**config.mk**
```make
export PLATFORM = sky130hd
export DESIGN_NAME = tone_queue_sequencer_flat
export DESIGN_NICKNAME = d
export VERILOG_FILES = /design/src/design/tqs_pkg.sv /design/src/design/tqs_if.sv /design/src/design/tone_queue_sequencer.sv /design/src/design/tqs_store.sv /design/src/design/tqs_seq.sv /design/src/flat_wrapper.sv
export SDC_FILE = /design/constraint.sdc
export NUM_CORES = 1
export LEC_CHECK = 0
export CORE_MARGIN = 2
export CORE_UTILIZATION = 40
export CTS_CLUSTER_DIAMETER = 200
export CTS_CLUSTER_SIZE = 14
export DETAILED_ROUTE_END_ITERATION = 10
export DONT_BUFFER_PORTS = 1
export GPL_ROUTABILITY_DRIVEN = 0
export PLACE_DENSITY = 0.65
export SYNTH_ARGS = -nofsm -noshare
export SYNTH_HDL_FRONTEND = slang
export SYNTH_SLANG_ARGS = --single-unit
```
**constraint.sdc**
```tcl
create_clock -name i_clk -period 4.8 [get_ports i_clk]
set_input_delay 0.24 -clock i_clk [delete_from_list [all_inputs] [get_ports i_clk]]
set_output_delay 0.24 -clock i_clk [all_outputs]
set_load 0.02 [all_outputs]
```
**src/design/tqs_pkg.sv**
```systemverilog
// Shared types and constants of the tone queue sequencer.
package tqs_pkg;

    localparam int QUEUE_DEPTH = 16;
    localparam int QAW         = $clog2(QUEUE_DEPTH);
    localparam int CW          = $clog2(QUEUE_DEPTH + 1);

    localparam int FREQ_W = 16;
    localparam int DUR_W  = 16;
    localparam int DUTY_W = 7;
    localparam int VOL_W  = 7;
    localparam int SLOT_W = 4;

    // volume * 127 / 100 as one multiply by a scaled reciprocal, shift 19
    localparam int          DUTY_SHIFT = 19;
    localparam logic [19:0] DUTY_RECIP = 20'd665861;
    localparam logic [6:0]  DUTY_MAX   = 7'd127;
    localparam logic [6:0]  DUTY_RESET = 7'd127;

    localparam logic OP_PUSH = 1'b0;
    localparam logic OP_TICK = 1'b1;

    localparam logic CFG_MUTED  = 1'b0;
    localparam logic CFG_VOLUME = 1'b1;

    typedef enum logic {
        S_IDLE,
        S_LOAD
    } t_state;

    typedef struct packed {
        logic [FREQ_W-1:0] freq;
        logic [DUR_W-1:0]  dur;
    } t_tone;

    typedef struct packed {
        logic             we;
        logic [QAW-1:0]   addr;
        t_tone            data;
    } t_wr;

    typedef struct packed {
        logic              muted;
        logic [DUTY_W-1:0] duty;
    } t_cfg;

    typedef struct packed {
        logic          playing;
        logic          blocking;
        logic [CW-1:0] count;
    } t_status;

endpackage

```
**src/design/tqs_if.sv**
```systemverilog
// Channel interfaces for input items and result items.
interface tqs_in_if import tqs_pkg::*; ();
    logic              valid;
    logic              ready;
    logic              operation;
    logic [FREQ_W-1:0] tone_frequency;
    logic [DUR_W-1:0]  tone_duration;
    logic              block_after;

    modport source (output valid, operation, tone_frequency, tone_duration, block_after,
                    input ready);
    modport sink   (input valid, operation, tone_frequency, tone_duration, block_after,
                    output ready);
endinterface

interface tqs_out_if import tqs_pkg::*; ();
    logic              valid;
    logic              ready;
    logic              accepted;
    logic              is_playing;
    logic [FREQ_W-1:0] drive_frequency;
    logic [DUTY_W-1:0] drive_duty;
    logic [SLOT_W-1:0] current_slot;

    modport source (output valid, accepted, is_playing, drive_frequency, drive_duty,
                    current_slot, input ready);
    modport sink   (input valid, accepted, is_playing, drive_frequency, drive_duty,
                    current_slot, output ready);
endinterface

```
**src/design/tone_queue_sequencer.sv**
```systemverilog
// Top level of the buzzer tone queue sequencer.
//
//   channel   direction  transfer when       payload
//   i_in      in         valid & ready       operation, tone_frequency, tone_duration,
//                                            block_after
//   o_out     out        valid & ready       accepted, is_playing, drive_frequency,
//                                            drive_duty, current_slot
//   i_cfg_*   in         i_cfg_we            i_cfg_index, i_cfg_data
//
// A push or a tick that stays on its tone loads the result register directly; a tick
// that moves to the next queued tone goes through S_LOAD for the registered ring read.
// One item is in work at a time; the result register frees the input side as soon
// as the waiting result transfers. Reset is synchronous and empties the ring at once.
// A stalled output holds its result and holds off the next input.
module tone_queue_sequencer import tqs_pkg::*; (
    input  logic             i_clk,
    input  logic             i_rst_n,
    tqs_in_if.sink           i_in,
    tqs_out_if.source        o_out,
    input  logic             i_cfg_we,
    input  logic             i_cfg_index,
    input  logic [VOL_W-1:0] i_cfg_data
);

    logic              r_muted;
    logic [DUTY_W-1:0] r_duty;
    logic [26:0]       w_prod;
    logic [7:0]        w_quot;
    logic [DUTY_W-1:0] w_duty;
    t_cfg              w_cfg;
    t_wr               w_wr;
    logic [QAW-1:0]    w_raddr;
    t_tone             w_rdata;
    t_status           w_status;

    assign w_prod = 27'(i_cfg_data) * 27'(DUTY_RECIP);
    assign w_quot = w_prod[DUTY_SHIFT +: 8];
    assign w_duty = (w_quot > 8'(DUTY_MAX)) ? DUTY_MAX : w_quot[DUTY_W-1:0];

    always_ff @(posedge i_clk) begin
        if (!i_rst_n) begin
            r_muted <= 1'b0;
            r_duty  <= DUTY_RESET;
        end else if (i_cfg_we) begin
            case (i_cfg_index)
                CFG_MUTED:  r_muted <= i_cfg_data[0];
                CFG_VOLUME: r_duty  <= w_duty;
                default:    r_muted <= r_muted;
            endcase
        end
    end

    assign w_cfg.muted = r_muted;
    assign w_cfg.duty  = r_duty;

    tqs_seq u_seq (
        .i_clk    (i_clk),
        .i_rst_n  (i_rst_n),
        .i_in     (i_in),
        .o_out    (o_out),
        .i_cfg    (w_cfg),
        .o_wr     (w_wr),
        .o_raddr  (w_raddr),
        .i_rdata  (w_rdata),
        .o_status (w_status)
    );

    tqs_store u_store (
        .i_clk   (i_clk),
        .i_wr    (w_wr),
        .i_raddr (w_raddr),
        .o_rdata (w_rdata)
    );

    a_count_bound: assert property (@(posedge i_clk) disable iff (!i_rst_n)
        w_status.count <= CW'(QUEUE_DEPTH))
        else $error("ring count above depth");

    a_play_count: assert property (@(posedge i_clk) disable iff (!i_rst_n)
        w_status.playing == (w_status.count != '0))
        else $error("playing flag out of step with ring count");

    a_block_play: assert property (@(posedge i_clk) disable iff (!i_rst_n)
        w_status.blocking |-> w_status.playing)
        else $error("blocking while idle");

    a_acc_play: assert property (@(posedge i_clk) disable iff (!i_rst_n)
        (o_out.valid && o_out.accepted) |-> o_out.is_playing)
        else $error("accepted push reported while idle");

endmodule

```
**src/design/tqs_store.sv**
```systemverilog
// Tone ring memory: one write port, one registered read port.
module tqs_store import tqs_pkg::*; (
    input  logic           i_clk,
    input  t_wr            i_wr,
    input  logic [QAW-1:0] i_raddr,
    output t_tone          o_rdata
);

    t_tone r_mem [QUEUE_DEPTH];
    t_tone r_rdata;

    always_ff @(posedge i_clk) begin
        if (i_wr.we) begin
            r_mem[i_wr.addr] <= i_wr.data;
        end
        r_rdata <= r_mem[i_raddr];
    end

    assign o_rdata = r_rdata;

endmodule

```
**src/design/tqs_seq.sv**
```systemverilog
// Playback sequencer: ring pointers, timing, and result register.
module tqs_seq import tqs_pkg::*; (
    input  logic           i_clk,
    input  logic           i_rst_n,
    tqs_in_if.sink         i_in,
    tqs_out_if.source      o_out,
    input  t_cfg           i_cfg,
    output t_wr            o_wr,
    output logic [QAW-1:0] o_raddr,
    input  t_tone          i_rdata,
    output t_status        o_status
);

    t_state            r_state, n_state;
    logic [QAW-1:0]    r_wi, n_wi;
    logic [QAW-1:0]    r_ri, n_ri;
    logic [CW-1:0]     r_count, n_count;
    logic              r_playing, n_playing;
    logic              r_blocking, n_blocking;
    logic [DUR_W-1:0]  r_elapsed, n_elapsed;
    logic [FREQ_W-1:0] r_cur_freq, n_cur_freq;
    logic [DUR_W-1:0]  r_cur_dur, n_cur_dur;

    logic              r_ovalid;
    logic              r_acc, n_acc;
    logic              r_oplay;
    logic [FREQ_W-1:0] r_ofreq;
    logic [DUTY_W-1:0] r_oduty;
    logic [SLOT_W-1:0] r_oslot;

    logic              w_take;
    logic              w_push_ok;
    logic              w_advance;
    logic              w_load_out;
    logic              w_drain;
    logic [DUR_W-1:0]  w_elapsed_inc;
    logic [QAW-1:0]    w_wi_next;
    logic [QAW-1:0]    w_ri_next;

    assign w_drain = r_ovalid && o_out.ready;
    assign i_in.ready = (r_state == S_IDLE) && (!r_ovalid || o_out.ready);
    assign w_take = i_in.valid && i_in.ready;

    assign w_push_ok = !i_cfg.muted && !r_blocking && (i_in.tone_duration != '0)
                       && (r_count < CW'(QUEUE_DEPTH));
    assign w_elapsed_inc = (r_elapsed == '1) ? r_elapsed : r_elapsed + 1'b1;
    assign w_wi_next = (r_wi == QAW'(QUEUE_DEPTH - 1)) ? '0 : r_wi + 1'b1;
    assign w_ri_next = (r_ri == QAW'(QUEUE_DEPTH - 1)) ? '0 : r_ri + 1'b1;
    assign w_advance = w_take && (i_in.operation == OP_TICK) && !i_cfg.muted && r_playing
                       && (w_elapsed_inc >= r_cur_dur) && (r_count > CW'(1));

    // next state
    always_comb begin
        n_state = r_state;
        case (r_state)
            S_IDLE: begin
                if (w_advance) begin
                    n_state = S_LOAD;
                end
            end
            S_LOAD: begin
                n_state = S_IDLE;
            end
            default: begin
                n_state = S_IDLE;
            end
        endcase
    end

    // datapath and memory control
    always_comb begin
        n_wi       = r_wi;
        n_ri       = r_ri;
        n_count    = r_count;
        n_playing  = r_playing;
        n_blocking = r_blocking;
        n_elapsed  = r_elapsed;
        n_cur_freq = r_cur_freq;
        n_cur_dur  = r_cur_dur;
        n_acc      = 1'b0;
        w_load_out = 1'b0;
        o_wr.we    = 1'b0;
        o_wr.addr  = r_wi;
        o_wr.data  = '{freq: i_in.tone_frequency, dur: i_in.tone_duration};
        o_raddr    = w_ri_next;
        case (r_state)
            S_IDLE: begin
                if (w_take) begin
                    w_load_out = !w_advance;
                    if (i_in.operation == OP_PUSH) begin
                        if (w_push_ok) begin
                            n_acc   = 1'b1;
                            o_wr.we = 1'b1;
                            if (!r_playing) begin
                                n_ri       = r_wi;
                                n_elapsed  = '0;
                                n_cur_freq = i_in.tone_frequency;
                                n_cur_dur  = i_in.tone_duration;
                                n_playing  = 1'b1;
                            end
                            n_wi    = w_wi_next;
                            n_count = r_count + 1'b1;
                            if (i_in.block_after) begin
                                n_blocking = 1'b1;
                            end
                        end
                    end else if (!i_cfg.muted && r_playing) begin
                        if (w_elapsed_inc < r_cur_dur) begin
                            n_elapsed = w_elapsed_inc;
                        end else if (w_advance) begin
                            n_ri      = w_ri_next;
                            n_count   = r_count - 1'b1;
                            n_elapsed = '0;
                        end else begin
                            n_playing  = 1'b0;
                            n_blocking = 1'b0;
                            n_wi       = '0;
                            n_ri       = '0;
                            n_count    = '0;
                            n_elapsed  = '0;
                            n_cur_freq = '0;
                        end
                    end
                end
            end
            S_LOAD: begin
                w_load_out = 1'b1;
                n_cur_freq = i_rdata.freq;
                n_cur_dur  = i_rdata.dur;
            end
            default: begin
                w_load_out = 1'b0;
            end
        endcase
    end

    always_ff @(posedge i_clk) begin
        if (!i_rst_n) begin
            r_state    <= S_IDLE;
            r_wi       <= '0;
            r_ri       <= '0;
            r_count    <= '0;
            r_playing  <= 1'b0;
            r_blocking <= 1'b0;
            r_elapsed  <= '0;
            r_cur_freq <= '0;
            r_ovalid   <= 1'b0;
        end else begin
            r_state    <= n_state;
            r_wi       <= n_wi;
            r_ri       <= n_ri;
            r_count    <= n_count;
            r_playing  <= n_playing;
            r_blocking <= n_blocking;
            r_elapsed  <= n_elapsed;
            r_cur_freq <= n_cur_freq;
            if (w_load_out) begin
                r_ovalid <= 1'b1;
            end else if (w_drain) begin
                r_ovalid <= 1'b0;
            end
        end
    end

    always_ff @(posedge i_clk) begin
        r_cur_dur <= n_cur_dur;
        if (w_load_out) begin
            r_acc   <= n_acc;
            r_oplay <= n_playing;
            r_ofreq <= (n_playing && n_cur_freq != '0) ? n_cur_freq : '0;
            r_oduty <= (n_playing && n_cur_freq != '0) ? i_cfg.duty : '0;
            r_oslot <= n_playing ? SLOT_W'(n_ri) : '0;
        end
    end

    assign o_out.valid           = r_ovalid;
    assign o_out.accepted        = r_acc;
    assign o_out.is_playing      = r_oplay;
    assign o_out.drive_frequency = r_ofreq;
    assign o_out.drive_duty      = r_oduty;
    assign o_out.current_slot    = r_oslot;

    assign o_status.playing  = r_playing;
    assign o_status.blocking = r_blocking;
    assign o_status.count    = r_count;

endmodule

```
**src/flat_wrapper.sv**
```systemverilog
// flat-port wrapper written by rule: the top's interface ports become plain ports
module tone_queue_sequencer_flat import tqs_pkg::*;
  (i_clk, i_rst_n, i_cfg_we, i_cfg_index, i_cfg_data, i_in_valid, i_in_operation, i_in_tone_frequency, i_in_tone_duration, i_in_block_after, i_in_ready, o_out_valid, o_out_accepted, o_out_is_playing, o_out_drive_frequency, o_out_drive_duty, o_out_current_slot, o_out_ready);
  tqs_in_if i_in_i ();
  tqs_out_if o_out_i ();
  input  logic i_clk;
  input  logic i_rst_n;
  input  logic i_cfg_we;
  input  logic i_cfg_index;
  input  logic [VOL_W-1:0] i_cfg_data;
  input wire logic [$bits(i_in_i.valid)-1:0] i_in_valid;
  input wire logic [$bits(i_in_i.operation)-1:0] i_in_operation;
  input wire logic [$bits(i_in_i.tone_frequency)-1:0] i_in_tone_frequency;
  input wire logic [$bits(i_in_i.tone_duration)-1:0] i_in_tone_duration;
  input wire logic [$bits(i_in_i.block_after)-1:0] i_in_block_after;
  output wire logic [$bits(i_in_i.ready)-1:0] i_in_ready;
  output wire logic [$bits(o_out_i.valid)-1:0] o_out_valid;
  output wire logic [$bits(o_out_i.accepted)-1:0] o_out_accepted;
  output wire logic [$bits(o_out_i.is_playing)-1:0] o_out_is_playing;
  output wire logic [$bits(o_out_i.drive_frequency)-1:0] o_out_drive_frequency;
  output wire logic [$bits(o_out_i.drive_duty)-1:0] o_out_drive_duty;
  output wire logic [$bits(o_out_i.current_slot)-1:0] o_out_current_slot;
  input wire logic [$bits(o_out_i.ready)-1:0] o_out_ready;
  assign i_in_i.valid = i_in_valid;
  assign i_in_i.operation = i_in_operation;
  assign i_in_i.tone_frequency = i_in_tone_frequency;
  assign i_in_i.tone_duration = i_in_tone_duration;
  assign i_in_i.block_after = i_in_block_after;
  assign i_in_ready = i_in_i.ready;
  assign o_out_valid = o_out_i.valid;
  assign o_out_accepted = o_out_i.accepted;
  assign o_out_is_playing = o_out_i.is_playing;
  assign o_out_drive_frequency = o_out_i.drive_frequency;
  assign o_out_drive_duty = o_out_i.drive_duty;
  assign o_out_current_slot = o_out_i.current_slot;
  assign o_out_i.ready = o_out_ready;
  tone_queue_sequencer u_core (.i_clk(i_clk), .i_rst_n(i_rst_n), .i_in(i_in_i), .o_out(o_out_i), .i_cfg_we(i_cfg_we), .i_cfg_index(i_cfg_index), .i_cfg_data(i_cfg_data));
endmodule
```
Word-level counts from Yosys, hierarchy flattened
Memories as Yosys holds them, arrays and structs flattened. A register that Yosys moved wholly into a read port is not among the register bits.
Cells that the tools add are included.
{"block": "totals", "output_inout_bits": 31, "regBits": 102, "mem_bits_rw": 512, "n_memories": 1, "rom_bits": 0, "latch_bits": 0}
{"block": "op_classes", "n_reduce_logical": 30, "n_div": 0, "add_sub_neg": 5, "eq_ne": 11, "n_shift": 0, "order_cmp": 5, "n_mul": 1, "n_bitwise": 2, "n_mux": 65}
{"memory": "u_core.u_store.r_mem", "words": 16, "width": 32, "rd": 1, "rd_clocked_by_memory_dff": 1, "write_ports": 1, "line_no": "tqs_store.sv:9", "text": "t_tone r_mem [QUEUE_DEPTH];"}
{"cell": "$mux W16", "n": 17}
{"cell": "$pmux W16 S2", "n": 2}
{"cell": "$mux W4", "n": 15}
{"cell": "$reduce_bool A16 Y1", "n": 2}
{"cell": "$mul A7 B20 Y27 const B", "n": 1}
{"cell": "$mux W5", "n": 5}
{"cell": "$mux W1", "n": 23}
{"cell": "$add A16 B1 Y16 const B", "n": 1}
{"cell": "$eq A16 B16 Y1 const B", "n": 1}
{"cell": "$ge A16 B16 Y1", "n": 1}
{"cell": "$lt A16 B16 Y1", "n": 1}
{"cell": "$ne A2 B2 Y1 const B", "n": 7}
{"cell": "$logic_and A1 B1 Y1", "n": 13}
{"cell": "$reduce_and A5 Y1", "n": 2}
{"cell": "$add A4 B1 Y4 const B", "n": 2}
{"cell": "$eq A4 B4 Y1 const B", "n": 2}
{"cell": "$gt A8 B7 Y1 const B", "n": 1}
{"cell": "$mux W7", "n": 1}
{"cell": "$reduce_and A7 Y1", "n": 1}
{"cell": "$reduce_and A6 Y1", "n": 1}
{"cell": "$reduce_bool A2 Y1", "n": 3}
{"cell": "$add A5 B1 Y5 const B", "n": 1}
{"cell": "$gt A5 B1 Y1 const B", "n": 1}
{"cell": "$lt A5 B5 Y1 const B", "n": 1}
{"cell": "8 further kinds", "n": 14}

Longest topological paths before layout
Gate-level depths: netlist of the first run.
{"block": "logic_depth", "ltp_word": 17, "mapped_depth": 19, "ltp_nobuf": 17}

Hierarchy
Synthesis of the first run repeated with hierarchy kept, for this count alone.
{"block": "unflattened", "hier_cells": 1623, "hier_area_um2": 27033.4}
{"mod": "tqs_store", "seq_area_each_um2": 16015.4, "cells_per_inst": 838, "instances": 1, "area_per_inst_um2": 19836.5}
{"mod": "tqs_seq", "seq_area_each_um2": 2332.2, "cells_per_inst": 612, "instances": 1, "area_per_inst_um2": 5675.4}
{"mod": "tone_queue_sequencer", "seq_area_each_um2": 160.2, "cells_per_inst": 173, "instances": 1, "area_per_inst_um2": 1521.5}

Worst setup path after synthesis of the first run
OpenSTA, ideal clock, no wires.
{"block": "synth_timing", "path_type": "reg2reg", "start": "register u_core.u_seq.r_elapsed[2]", "end": "register u_core.u_seq.r_acc (netlist: u_core.u_seq.o_out.accepted), enable pin", "required_ns": 4.414, "stages_incl_launch_ff": 18, "arrival_time_ns": 4.075, "period_less_slack_ns": 4.461, "setup_ns": 0.386, "slack_ns": 0.339, "path_cell_list": "dfxtp_1 -> and4_1 -> nand4_1 -> nor3_1 -> nand3_1 -> clkbuf_1 -> o21ai_0 -> a21o_1 -> ha_1 -> a21oi_1 -> o21ai_1 -> or4_1 -> a211oi_2 -> buf_6 -> a21o_1 -> buf_2 -> nand2_1 -> nand2_1"}
{"block": "synth_between", "elab_chain_len": 8, "elab_cells_between_ends": 9, "cone_classes": "add/sub (1); order compare (1); eq/ne (1); mux (3); reduce/logical (3)"}
{"element": "start, declared", "line_no": "tqs_seq.sv:20", "text": "logic [DUR_W-1:0] r_elapsed, n_elapsed;"}
{"element": "start signal, assigned", "line_no": "tqs_seq.sv:155", "text": "r_elapsed <= n_elapsed;"}
{"element": "$add A16 B1 Y16 / $eq A16 B16 Y1 (equally long branches)", "line_no": "tqs_seq.sv:46", "text": "assign w_elapsed_inc = (r_elapsed == '1) ? r_elapsed : r_elapsed + 1'b1;"}
{"element": "$mux W16 *", "line_no": "tqs_seq.sv:46"}
{"element": "$ge A16 B16 Y1 *", "line_no": "tqs_seq.sv:50", "text": "&& (w_elapsed_inc >= r_cur_dur) && (r_count > CW'(1));"}
{"element": "$logic_and A1 B1 Y1 * (2 in series)", "line_no": "tqs_seq.sv:50"}
{"element": "$logic_not A1 Y1 *", "line_no": "tqs_seq.sv:89", "text": "w_load_out = !w_advance;"}
{"element": "$mux W1 *", "line_no": "tqs_seq.sv:88", "text": "if (w_take) begin"}
{"element": "$pmux W1 S2 *", "line_no": "tqs_seq.sv:86", "text": "case (r_state)"}
{"element": "net u_core.u_seq.w_load_out", "line_no": "tqs_seq.sv:34", "text": "logic w_load_out;"}
{"element": "end signal, assigned", "line_no": "tqs_seq.sv:168", "text": "r_acc <= n_acc;"}
{"element": "end, declared", "line_no": "tqs_seq.sv:25", "text": "logic r_acc, n_acc;"}
The timed path passes the listed nets; every way through them passes the cells marked *.
A chain may end at the register's enable or synchronous reset.

Worst setup path after layout of the first run
{"block": "layout_timing", "start": "register u_core.u_seq.r_elapsed[4]", "end": "register u_core.u_seq.r_blocking"}
{"block": "layout_between", "elab_chain_len": 7, "elab_cells_between_ends": 10, "cone_classes": "add/sub (1); order compare (2); eq/ne (3); mux (1); reduce/logical (3)"}
{"element": "$add A16 B1 Y16 / $eq A16 B16 Y1 (equally long branches)", "line_no": "tqs_seq.sv:46"}
{"element": "$mux W16 *", "line_no": "tqs_seq.sv:46"}
{"element": "$ge A16 B16 Y1", "line_no": "tqs_seq.sv:50"}
{"element": "$logic_and A1 B1 Y1 (2 in series)", "line_no": "tqs_seq.sv:50"}
{"element": "$ne A2 B2 Y1 (no source line)"}
{"element": "$reduce_and A7 Y1 (no source line) *"}
{"element": "end signal, assigned", "line_no": "tqs_seq.sv:154", "text": "r_blocking <= n_blocking;"}
{"element": "end, declared", "line_no": "tqs_seq.sv:19", "text": "logic r_blocking, n_blocking;"}
Mark *: on every way between the ends. The rest lies on a longest branch, timed or not.

==> results of run 1 <==
-- tightest hold or removal path: stages --
cell     delay [ns]
a21oi_2        0.05
nor2_1         0.13
a21oi_1        0.10
nor2_1         0.07
-- flip-flops by register name, summed over array words and instances (netlist names) --
name                                count
u_core.r_duty                           7
u_core.r_muted                          1
u_core.u_seq.o_out.accepted             1
u_core.u_seq.o_out.current_slot         4
u_core.u_seq.o_out.drive_duty           7
u_core.u_seq.o_out.drive_frequency     16
u_core.u_seq.o_out.is_playing           1
u_core.u_seq.o_out.valid                1
u_core.u_seq.r_blocking                 1
u_core.u_seq.r_count                    5
u_core.u_seq.r_cur_dur                 16
u_core.u_seq.r_cur_freq                16
u_core.u_seq.r_elapsed                 16
u_core.u_seq.r_playing                  1
u_core.u_seq.r_ri                       4
u_core.u_seq.r_state                    1
u_core.u_seq.r_wi                       4
u_core.u_store.o_rdata                 32
u_core.u_store.r_mem                  512
-- metal layers --
layer	wire length [um]	vias up	track usage (%)
met5	13	-	0
met4	936	2	3.397
met3	4558	84	3.361
met2	29480	560	29.49
met1	25970	7318	25.45
li1	-	6025	-
-- power breakdown --
part / total, mW / internal, mW / switching [mW]
registers: 6.28 / 6.20 / 0.0783
logic: 0.870 / 0.397 / 0.473
clock network: 3.99 / 2.08 / 1.91
-- worst min path at each step --
stage	from	end	depth (start not counted)
2_1_floorplan	i_in_tone_duration[0]	u_core.u_store.r_mem[0][0]$_DFFE_PP_	0
3_3_place_gp	i_in_tone_frequency[11]	u_core.u_store.r_mem[11][27]$_DFFE_PP_	0
3_5_place_dp	i_in_tone_frequency[4]	u_core.u_store.r_mem[15][20]$_DFFE_PP_	0
4_1_cts	i_in_operation	u_core.u_seq.r_cur_freq[13]$_SDFF_PN0_	4
5_1_grt	i_in_tone_frequency[8]	u_core.u_seq.r_cur_freq[8]$_SDFF_PN0_	3
6_report	i_in_operation	u_core.u_seq.r_cur_freq[13]$_SDFF_PN0_	4
-- cells in the final DEF, fill, tap and decap left out, drive strengths merged, types with 8 or more instances in the layout --
master | netlist | routed
nand4 | 13 | 13
nor3 | 25 | 25
xnor2 | 13 | 13
mux4 | 160 | 160
mux2 | 20 | 20
buf | 25 | 40
nor4 | 13 | 13
nor2b | 8 | 8
dfxtp | 89 | 89
a21oi | 57 | 57
edfxtp | 557 | 557
inv | 44 | 44
nor2 | 83 | 83
o21ai | 23 | 23
dlygate4sd3 | 0 | 41
ha | 72 | 72
and2 | 12 | 12
a22oi | 13 | 13
nand2 | 62 | 62
clkbuf | 39 | 90
nand3 | 22 | 22
-- cell type report --
cell class                 count  area, um2  area share [%]
sequential                   646      18510           62.30
multi-input combinational    704       7595           25.56
clock buffer                  90       1465           4.930
tap                          864       1081           3.638
timing repair buffer          81      827.0           2.783
inverter                      45      168.9          0.5684
clock inverter                 3      62.56          0.2105
antenna                        2      5.005         0.01684
-- kinds of logic after synthesis --
| family | count (synthesis) | share of synthesized area (%) |
|---|---|---|
| flops | 646 | 70.23 |
| simple gates | 258 | 4.663 |
| mux | 183 | 14.64 |
| compound gates | 170 | 4.544 |
| buf+inv | 109 | 1.671 |
| fa+ha+maj | 75 | 3.647 |
| xor+xnor | 18 | 0.5983 |
-- repair_timing --
action | in CTS | in global routing
resized for setup | 0 | 11
hold endpoints to repair | 568 | 0
buffers inserted | 0 | 2
endpoints found under the setup margin | 0 | 9
hold buffers | 41 | 0
==> flow_summary.html, run 1 <==
<table>
<tr><th>Metric</th><th>Value</th></tr>
<tr><th colspan="2">STA</th></tr>
<tr><td>Final period utilization</td><td>95.73%</td></tr>
<tr><td>Worst clock skew on the final layout</td><td>0.03320 ns</td></tr>
<tr><td>Fmax</td><td>around 0.22 GHz</td></tr>
<tr><td>Final number of setup-violating endpoints</td><td>0</td></tr>
<tr><td>Transition time at the pin with the least slew margin</td><td>just over 1 ns</td></tr>
<tr><td>PnR worst setup slack</td><td>around 0.20 ns</td></tr>
<tr><td>Number of failing hold endpoints at the final stage</td><td>0</td></tr>
<tr><td>Final hold slack</td><td>~0.032 ns</td></tr>
<tr><td>Slew Limit Headroom</td><td>32.61%</td></tr>
<tr><td>Number of max-slew violations in the final report</td><td>0</td></tr>
<tr><td>Sum of negative setup slack</td><td>0 ns</td></tr>
<tr><td>Minimum period implied by the final worst setup slack</td><td>about 4.6 ns</td></tr>
<tr><td>Unrepaired setup endpoints after global routing</td><td>no</td></tr>
<tr><th colspan="2">CTS</th></tr>
<tr><td>Total clock buffers created by CTS</td><td>52</td></tr>
<tr><td>Clock Tree Buf Depth</td><td>3</td></tr>
<tr><td>Clock tree from TritonCTS</td><td>yes</td></tr>
<tr><td>Clock network latency to the later pin of the worst-skew pair</td><td>0.61 ns</td></tr>
<tr><td>Number of sinks handled by clock tree synthesis</td><td>approximately 650</td></tr>
<tr><td>Htree depth</td><td>2</td></tr>
<tr><td>Root Buffer</td><td>clkbuf_16</td></tr>
<tr><td>Clock edge transition at the registers on the reported setup and hold paths</td><td>~0.080 ns</td></tr>
<tr><th colspan="2">Setup path</th></tr>
<tr><td>Critical R2R Launch</td><td>u_core.u_seq.r_elapsed[4]$_SDFFE_PN0P_</td></tr>
<tr><td>Crit path DAT</td><td>5.08 ns</td></tr>
<tr><td>R2r endpoint</td><td>u_core.u_seq.r_blocking$_SDFFE_PN0P_</td></tr>
<tr><td>Highest net fanout along the worst path</td><td>9</td></tr>
<tr><td>Flop-to-flop setup slack</td><td>between 0.2 and 0.25 ns</td></tr>
<tr><td>Cells along the critical path</td><td>and4_4 -&gt; nand4_1 -&gt; nor2_2 -&gt; nand4_1 -&gt; buf_4 -&gt; o21ai_0 -&gt; a21o_1 -&gt; ha_1 -&gt; a21oi_1 -&gt; o21ai_1 -&gt; or4_1 -&gt; a211oi_4 -&gt; buf_6 -&gt; a2bb2oi_4 -&gt; and2_1 -&gt; a21oi_1 -&gt; a211oi_1 -&gt; dlygate4sd3_1</td></tr>
<tr><td>Cell family with the largest share of critical-path delay</td><td>simple AND/OR/NAND/NOR gates</td></tr>
<tr><td>CP Class</td><td>flop to flop</td></tr>
<tr><td>Cell depth of the worst flop-to-flop path</td><td>18</td></tr>
<tr><td>Data required, critical path</td><td>approximately 5.3 ns</td></tr>
<tr><td>Crit path buf inv count</td><td>3</td></tr>
<tr><td>Number of gates on the worst path with buffers counted</td><td>18</td></tr>
<tr><td>Biggest cell delay along the critical path</td><td>roughly 0.60 ns</td></tr>
<tr><td>Startpoint class of the critical path</td><td>flop</td></tr>
<tr><td>Critical path destination</td><td>u_core.u_seq.r_blocking$_SDFFE_PN0P_</td></tr>
<tr><td>Worst setup EP type</td><td>flop</td></tr>
<tr><td>Timing startpoint of the critical path</td><td>u_core.u_seq.r_elapsed[4]$_SDFFE_PN0P_</td></tr>
<tr><td>Slowest stage cell, crit path</td><td>dlygate4sd3_1</td></tr>
<tr><th colspan="2">Synth</th></tr>
<tr><td>Dominant cell by count in the synthesized netlist</td><td>edfxtp_1</td></tr>
<tr><td>Share of the yosys chip area belonging to registers</td><td>a little over two thirds</td></tr>
<tr><td>Fraction of synthesized cell area taken by the top area cell type</td><td>a little under two thirds</td></tr>
<tr><td>Area contributors post-synth</td><td>edfxtp_1 63%, mux4_2 14%, dfxtp_1 6.8%, ha_1 3.4%, nor2_1 1.2%</td></tr>
<tr><td>Number of enable flip-flop cells after synthesis</td><td>557</td></tr>
<tr><td>Total standard cell area after synthesis</td><td>around 0.026 mm2</td></tr>
<tr><td>Post-synthesis sequential element count</td><td>around 650</td></tr>
<tr><td>Prevailing post-synth register cell</td><td>edfxtp_1</td></tr>
<tr><td>Total of warnings raised by yosys</td><td>0</td></tr>
<tr><td>Async S/R FF share, synth</td><td>0%</td></tr>
<tr><td>Number of instances in the synthesized netlist</td><td>1459</td></tr>
<tr><td>Syn_area_per_cell</td><td>about 18 um2</td></tr>
<tr><td>Net count after synthesis</td><td>~1.6k</td></tr>
<tr><td>Number of distinct library cells after synthesis</td><td>73</td></tr>
<tr><td>Commonest cells in the synthesized netlist</td><td>557 x edfxtp_1, 160 x mux4_2, 89 x dfxtp_1, 83 x nor2_1, 72 x ha_1</td></tr>
<tr><td>Area leader, netlist</td><td>edfxtp_1</td></tr>
<tr><th colspan="2">Final layout</th></tr>
<tr><td>Layout overhead on the synthesized area</td><td>12.78%</td></tr>
<tr><td>Final core occ</td><td>approximately 45%</td></tr>
<tr><td>Share of post-route cells with drive strength above 1</td><td>roughly a fifth</td></tr>
<tr><td>Post-route cell area</td><td>0.02972 mm2</td></tr>
<tr><td>Post-layout instance count excluding filler cells</td><td>2435</td></tr>
<tr><td>Count of filler cells inserted in the layout</td><td>about 5.5k</td></tr>
<tr><td>Total number of nets in the final design</td><td>1652</td></tr>
<tr><th colspan="2">Floorplanning</th></tr>
<tr><td>Initial cell density of the core</td><td>40.22%</td></tr>
<tr><td>Total I/O pin count</td><td>around 80</td></tr>
<tr><td>Number of rows in the core area</td><td>between 90 and 100</td></tr>
<tr><td>Horizontal die dimension</td><td>approximately 260 um</td></tr>
<tr><td>Die area</td><td>0.06795 mm2</td></tr>
<tr><td>Chip height</td><td>between 200 and 300 um</td></tr>
<tr><td>Placeable core region</td><td>0.06551 mm2</td></tr>
<tr><th colspan="2">Global routing</th></tr>
<tr><td>Vias in the first global route</td><td>13.85k</td></tr>
<tr><td>Pin count of the biggest net entering global routing</td><td>62</td></tr>
<tr><td>Remaining global-route overflow</td><td>0</td></tr>
<tr><td>Wire length of the first global-routing pass</td><td>slightly above 90 mm</td></tr>
<tr><td>Number of antenna violations at the first check in global routing</td><td>4</td></tr>
<tr><td>Total track usage</td><td>about 18%</td></tr>
<tr><th colspan="2">Drt</th></tr>
<tr><td>Total iterations of the first detailed-routing run</td><td>7</td></tr>
<tr><td>Number of nets still failing antenna checks after routing</td><td>0</td></tr>
<tr><td>Wirelength per Cell</td><td>between 20 and 30 um</td></tr>
<tr><td>Routed vias</td><td>13.99k</td></tr>
<tr><td>Detailed-route DRC error count</td><td>0</td></tr>
<tr><td>Post-DR vias/cell</td><td>5.745</td></tr>
<tr><td>Overall routed net length</td><td>between 60 and 70 mm</td></tr>
<tr><td>Starting DRT DRC Count</td><td>around 1.5k</td></tr>
<tr><th colspan="2">Min path</th></tr>
<tr><td>Worst min path class</td><td>input port to flop</td></tr>
<tr><th colspan="2">Placement</th></tr>
<tr><td>Minimum setup slack after placement</td><td>between 0.3 and 0.4 ns</td></tr>
<tr><td>Cell count after placement</td><td>2297</td></tr>
<tr><td>Placed wire-length estimate after detailed placement</td><td>34.00 mm</td></tr>
<tr><td>Placement Cell Area</td><td>between 0.02 and 0.03 mm2</td></tr>
<tr><td>Count of port buffers added during placement</td><td>0</td></tr>
<tr><th colspan="2">Pwr</th></tr>
<tr><td>Worst ir drop on vdd</td><td>0.2777 mV</td></tr>
<tr><td>Power density of the placed cells</td><td>between 300 and 400 mW/mm2</td></tr>
<tr><td>P_leak</td><td>9.655 nW</td></tr>
<tr><td>Total Power Consumption</td><td>between 10 and 15 mW</td></tr>
<tr><th colspan="2">Job</th></tr>
<tr><td>Number of violations of the max-capacitance limit</td><td>0</td></tr>
<tr><th colspan="2">Run status</th></tr>
<tr><td>Result of the run</td><td>complete, no violations</td></tr>
</table>
(Power assumes the default switching activity.)
==> run 2: changes to the inputs <==
- BUFFER_PORTS_ARGS: not set -> -buffer_cell sky130_fd_sc_hd__clkbuf_2
- CELL_PAD_IN_SITES_DETAIL_PLACEMENT: not set -> 1
- CELL_PAD_IN_SITES_GLOBAL_PLACEMENT: not set -> 1
- DONT_BUFFER_PORTS: 1 -> not set
- PLACE_DENSITY: 0.65 -> 0.73
- RECOVER_POWER: not set -> 100
==> run 2 against run 1 <==
The run now ends with capacitance limit, slew limit left. Fmax grew 4.0%. Wire length grew 2.9%. Via count grew 0.86%. Critical path type unchanged. Largest cell class unchanged.
==> flow_summary.html, run 2 (same netlist as run 1, synthesis figures left out) <==
<table>
<tr><th>Metric</th><th>Value</th></tr>
<tr><th colspan="2">Final layout</th></tr>
<tr><td>Number of antenna diodes</td><td>0</td></tr>
<tr><td>Layout overhead on the synthesized area</td><td>11.14%</td></tr>
<tr><td>Count of filler cells inserted in the layout</td><td>6280</td></tr>
<tr><td>Total area of multi-input combinational cells</td><td>0.007472 mm2</td></tr>
<tr><td>Total number of nets in the final design</td><td>1687</td></tr>
<tr><td>Most common cell after layout, fill and taps aside</td><td>edfxtp_1</td></tr>
<tr><td>Share of post-route cells with drive strength above 1</td><td>a little under a fifth</td></tr>
<tr><td>Storage cell area</td><td>~0.019 mm2</td></tr>
<tr><td>Biggest register</td><td>u_core.u_store.r_mem</td></tr>
<tr><td>Post-layout instance count excluding filler cells</td><td>between 2k and 2.5k</td></tr>
<tr><td>Top library cells by usage in the layout, fill and taps aside</td><td>557 x edfxtp_1, 160 x mux4_2, 108 x clkbuf_1</td></tr>
<tr><td>Flip-flop count of the largest register after layout</td><td>512</td></tr>
<tr><th colspan="2">Min path</th></tr>
<tr><td>Worst min path class</td><td>input port to flop</td></tr>
<tr><td>Worst Hold Path Cells</td><td>3</td></tr>
<tr><td>Hold-critical path endpoint</td><td>u_core.r_muted$_SDFFE_PN0P_</td></tr>
<tr><td>Startpoint of the most critical hold path</td><td>i_cfg_data[0]</td></tr>
<tr><th colspan="2">Drt</th></tr>
<tr><td>Overall routed net length</td><td>between 60 and 70 mm</td></tr>
<tr><td>Routed vias</td><td>around 14k</td></tr>
<tr><td>Starting DRT DRC Count</td><td>around 1.1k</td></tr>
<tr><td>Total iterations of the first detailed-routing run</td><td>5</td></tr>
<tr><td>Detailed-route DRC error count</td><td>0</td></tr>
<tr><td>Post-DR vias/cell</td><td>5.714</td></tr>
<tr><td>Number of nets still failing antenna checks after routing</td><td>0</td></tr>
<tr><td>Wirelength per Cell</td><td>between 20 and 30 um</td></tr>
<tr><th colspan="2">Setup path</th></tr>
<tr><td>Cell depth of the worst flop-to-flop path</td><td>17</td></tr>
<tr><td>Crit path DAT</td><td>around 5.0 ns</td></tr>
<tr><td>Cells along the critical path</td><td>and4_1 -&gt; nand4_1 -&gt; nor2_2 -&gt; nand4_1 -&gt; nor2_1 -&gt; mux2_2 -&gt; ha_1 -&gt; nand4_2 -&gt; nor4_2 -&gt; a21boi_2 -&gt; a211oi_2 -&gt; buf_4 -&gt; a21o_1 -&gt; buf_4 -&gt; or4_1 -&gt; a32oi_1 -&gt; o221a_1</td></tr>
<tr><td>CP Class</td><td>flop to flop</td></tr>
<tr><td>Worst setup EP type</td><td>flop</td></tr>
<tr><td>Crit path buf inv count</td><td>2</td></tr>
<tr><td>Startpoint class of the critical path</td><td>flop</td></tr>
<tr><td>Highest net fanout along the worst path</td><td>12</td></tr>
<tr><td>Cell family with the largest share of critical-path delay</td><td>simple AND/OR/NAND/NOR gates</td></tr>
<tr><td>Critical R2R Launch</td><td>u_core.u_seq.r_elapsed[2]$_SDFFE_PN0P_</td></tr>
<tr><td>Biggest cell delay along the critical path</td><td>between 0.4 and 0.5 ns</td></tr>
<tr><td>R2r endpoint</td><td>u_core.u_seq.r_count[4]$_SDFFE_PN0P_</td></tr>
<tr><td>Slowest stage cell, crit path</td><td>dfxtp_1</td></tr>
<tr><td>Flop-to-flop setup slack</td><td>~0.38 ns</td></tr>
<tr><td>Data required, critical path</td><td>5.33 ns</td></tr>
<tr><th colspan="2">CTS</th></tr>
<tr><td>Total clock buffers created by CTS</td><td>52</td></tr>
<tr><td>Clock Tree Buf Depth</td><td>3</td></tr>
<tr><td>Number of sinks handled by clock tree synthesis</td><td>~650</td></tr>
<tr><td>Root Buffer</td><td>clkbuf_16</td></tr>
<tr><td>Clock tree from TritonCTS</td><td>yes</td></tr>
<tr><td>Clock edge transition at the registers on the reported setup and hold paths</td><td>roughly 0.070 ns</td></tr>
<tr><td>Htree depth</td><td>2</td></tr>
<tr><td>Clock network latency to the later pin of the worst-skew pair</td><td>0.60 ns</td></tr>
<tr><th colspan="2">Pwr</th></tr>
<tr><td>Switching fraction of total power</td><td>approximately 22%</td></tr>
<tr><td>Combinational fraction of design power</td><td>under 10%</td></tr>
<tr><td>Sequential share of power</td><td>around 56%</td></tr>
<tr><td>Internal power contribution</td><td>8.642 mW</td></tr>
<tr><td>Net load switching power</td><td>between 2 and 2.5 mW</td></tr>
<tr><td>Clock share of power</td><td>approximately 36%</td></tr>
<tr><td>Power density of the placed cells</td><td>about 380 mW/mm2</td></tr>
<tr><td>P_leak</td><td>between 9 and 10 nW</td></tr>
<tr><td>Worst ir drop on vdd</td><td>approximately 0.27 mV</td></tr>
<tr><th colspan="2">Global routing</th></tr>
<tr><td>Pin count of the biggest net entering global routing</td><td>129</td></tr>
<tr><td>Total track usage</td><td>about a fifth</td></tr>
<tr><td>Wire length of the first global-routing pass</td><td>between 90 and 100 mm</td></tr>
<tr><td>Number of antenna violations at the first check in global routing</td><td>1</td></tr>
<tr><td>Remaining global-route overflow</td><td>0</td></tr>
<tr><td>Vias in the first global route</td><td>roughly 15k</td></tr>
<tr><th colspan="2">Job</th></tr>
<tr><td>Number of violations of the max-capacitance limit</td><td>3</td></tr>
<tr><th colspan="2">Floorplanning</th></tr>
<tr><td>Total I/O pin count</td><td>78</td></tr>
<tr><td>Placeable core region</td><td>0.06551 mm2</td></tr>
<tr><td>Horizontal die dimension</td><td>roughly 260 um</td></tr>
<tr><td>Number of rows in the core area</td><td>94</td></tr>
<tr><td>Chip height</td><td>approximately 260 um</td></tr>
<tr><td>Initial cell density of the core</td><td>a little over 40%</td></tr>
<tr><td>Die area</td><td>0.06795 mm2</td></tr>
<tr><th colspan="2">STA</th></tr>
<tr><td>Final period utilization</td><td>92.08%</td></tr>
<tr><td>Number of failing hold endpoints at the final stage</td><td>0</td></tr>
<tr><td>Final hold slack</td><td>roughly 0.10 ns</td></tr>
<tr><td>Final number of setup-violating endpoints</td><td>0</td></tr>
<tr><td>Minimum period implied by the final worst setup slack</td><td>4.420 ns</td></tr>
<tr><td>Transition time at the pin with the least slew margin</td><td>approximately 2.6 ns</td></tr>
<tr><td>Slew Limit Headroom</td><td>-73.21%</td></tr>
<tr><td>Fmax</td><td>approximately 0.23 GHz</td></tr>
<tr><td>Number of max-slew violations in the final report</td><td>~190</td></tr>
<tr><td>Sum of negative setup slack</td><td>0 ns</td></tr>
<tr><td>Worst clock skew on the final layout</td><td>0.02064 ns</td></tr>
<tr><td>PnR worst setup slack</td><td>0.3803 ns</td></tr>
<tr><th colspan="2">Run status</th></tr>
<tr><td>Result of the run</td><td>complete, but fails checks</td></tr>
<tr><td>Violated checks</td><td>capacitance limit, slew limit</td></tr>
<tr><th colspan="2">Placement</th></tr>
<tr><td>Placed wire-length estimate after detailed placement</td><td>~37 mm</td></tr>
<tr><td>Minimum setup slack after placement</td><td>just over 0.3 ns</td></tr>
<tr><td>Count of port buffers added during placement</td><td>77</td></tr>
<tr><td>Cell count after placement</td><td>around 2.4k</td></tr>
</table>
## run 2: worst max-delay path by stage
stage,from,to,slack (ns),cells after the start
3_5_place_dp,u_core.u_seq.r_elapsed[2]$_SDFFE_PN0P_,u_core.u_seq.o_out.drive_duty[5]$_SDFFCE_PN0P_,0.31,16
4_1_cts,u_core.u_seq.r_elapsed[2]$_SDFFE_PN0P_,u_core.u_seq.o_out.drive_duty[5]$_SDFFCE_PN0P_,0.28,16
3_3_place_gp,u_core.u_seq.r_elapsed[0]$_SDFFE_PN0P_,u_core.u_seq.o_out.drive_duty[1]$_SDFFCE_PN0P_,0.51,18
6_report,u_core.u_seq.r_elapsed[2]$_SDFFE_PN0P_,u_core.u_seq.r_count[4]$_SDFFE_PN0P_,0.38,17
5_1_grt,u_core.u_seq.r_elapsed[2]$_SDFFE_PN0P_,u_core.u_seq.r_count[4]$_SDFFE_PN0P_,-0.004,17
2_1_floorplan,u_core.u_seq.r_elapsed[2]$_SDFFE_PN0P_,u_core.u_seq.o_out.accepted$_DFFE_PP_,0.34,17
## run 2: power groups by stage
stage	logic (mW)	clock network, mW	registers (mW)
after CTS	0.944	4.04	6.25
final	0.923	3.96	6.25
after detailed placement	0.936	0	6.37
after global placement	0.904	0	6.37
after global routing	1.02	4.21	6.26
after floorplan	0.604	0	6.38
## run 2: through the flow
stage / area (um2) / utilization (%) / total power [mW]
detailed placement: 28000 / 42.74 / 7.309
global placement: 28000 / 42.74 / 7.271
floorplan: 26350 / - / 6.982
CTS: 29540 / 45.09 / 11.24
global route: 29290 / 44.71 / 11.48
finish: 29290 / 44.71 / 11.13
## run 2: area by class of cell
| type | count | share of cell area, % |
|---|---|---|
| clock buffer | 91 | 4.943 |
| clock inverter | 3 | 0.1410 |
| inverter | 45 | 0.5767 |
| multi-input combinational | 704 | 25.51 |
| sequential | 646 | 63.19 |
| tap | 864 | 3.691 |
| timing repair buffer | 116 | 1.944 |
## run 2: metal layers
layer,track usage [%],part of all wire (%)
met1,25.46,42
met2,31.48,50
met3,3.030,5.4
met4,4.603,2.1
met5,0,0.013
## run 2: timing repair
| action | in CTS | in global routing |
|---|---|---|
| hold endpoints to repair | 3 | 0 |
| hold buffers | 5 | 0 |
| setup buffers | 0 | 0 |
| gates resized for setup | 0 | 4 |
| endpoints found under the setup margin | 0 | 8 |
## run 2: tightest hold or removal path, cell delays in order
cell	delay (ns)
clkbuf_2	0.22
mux2i_1	0.12
nor2_1	0.08
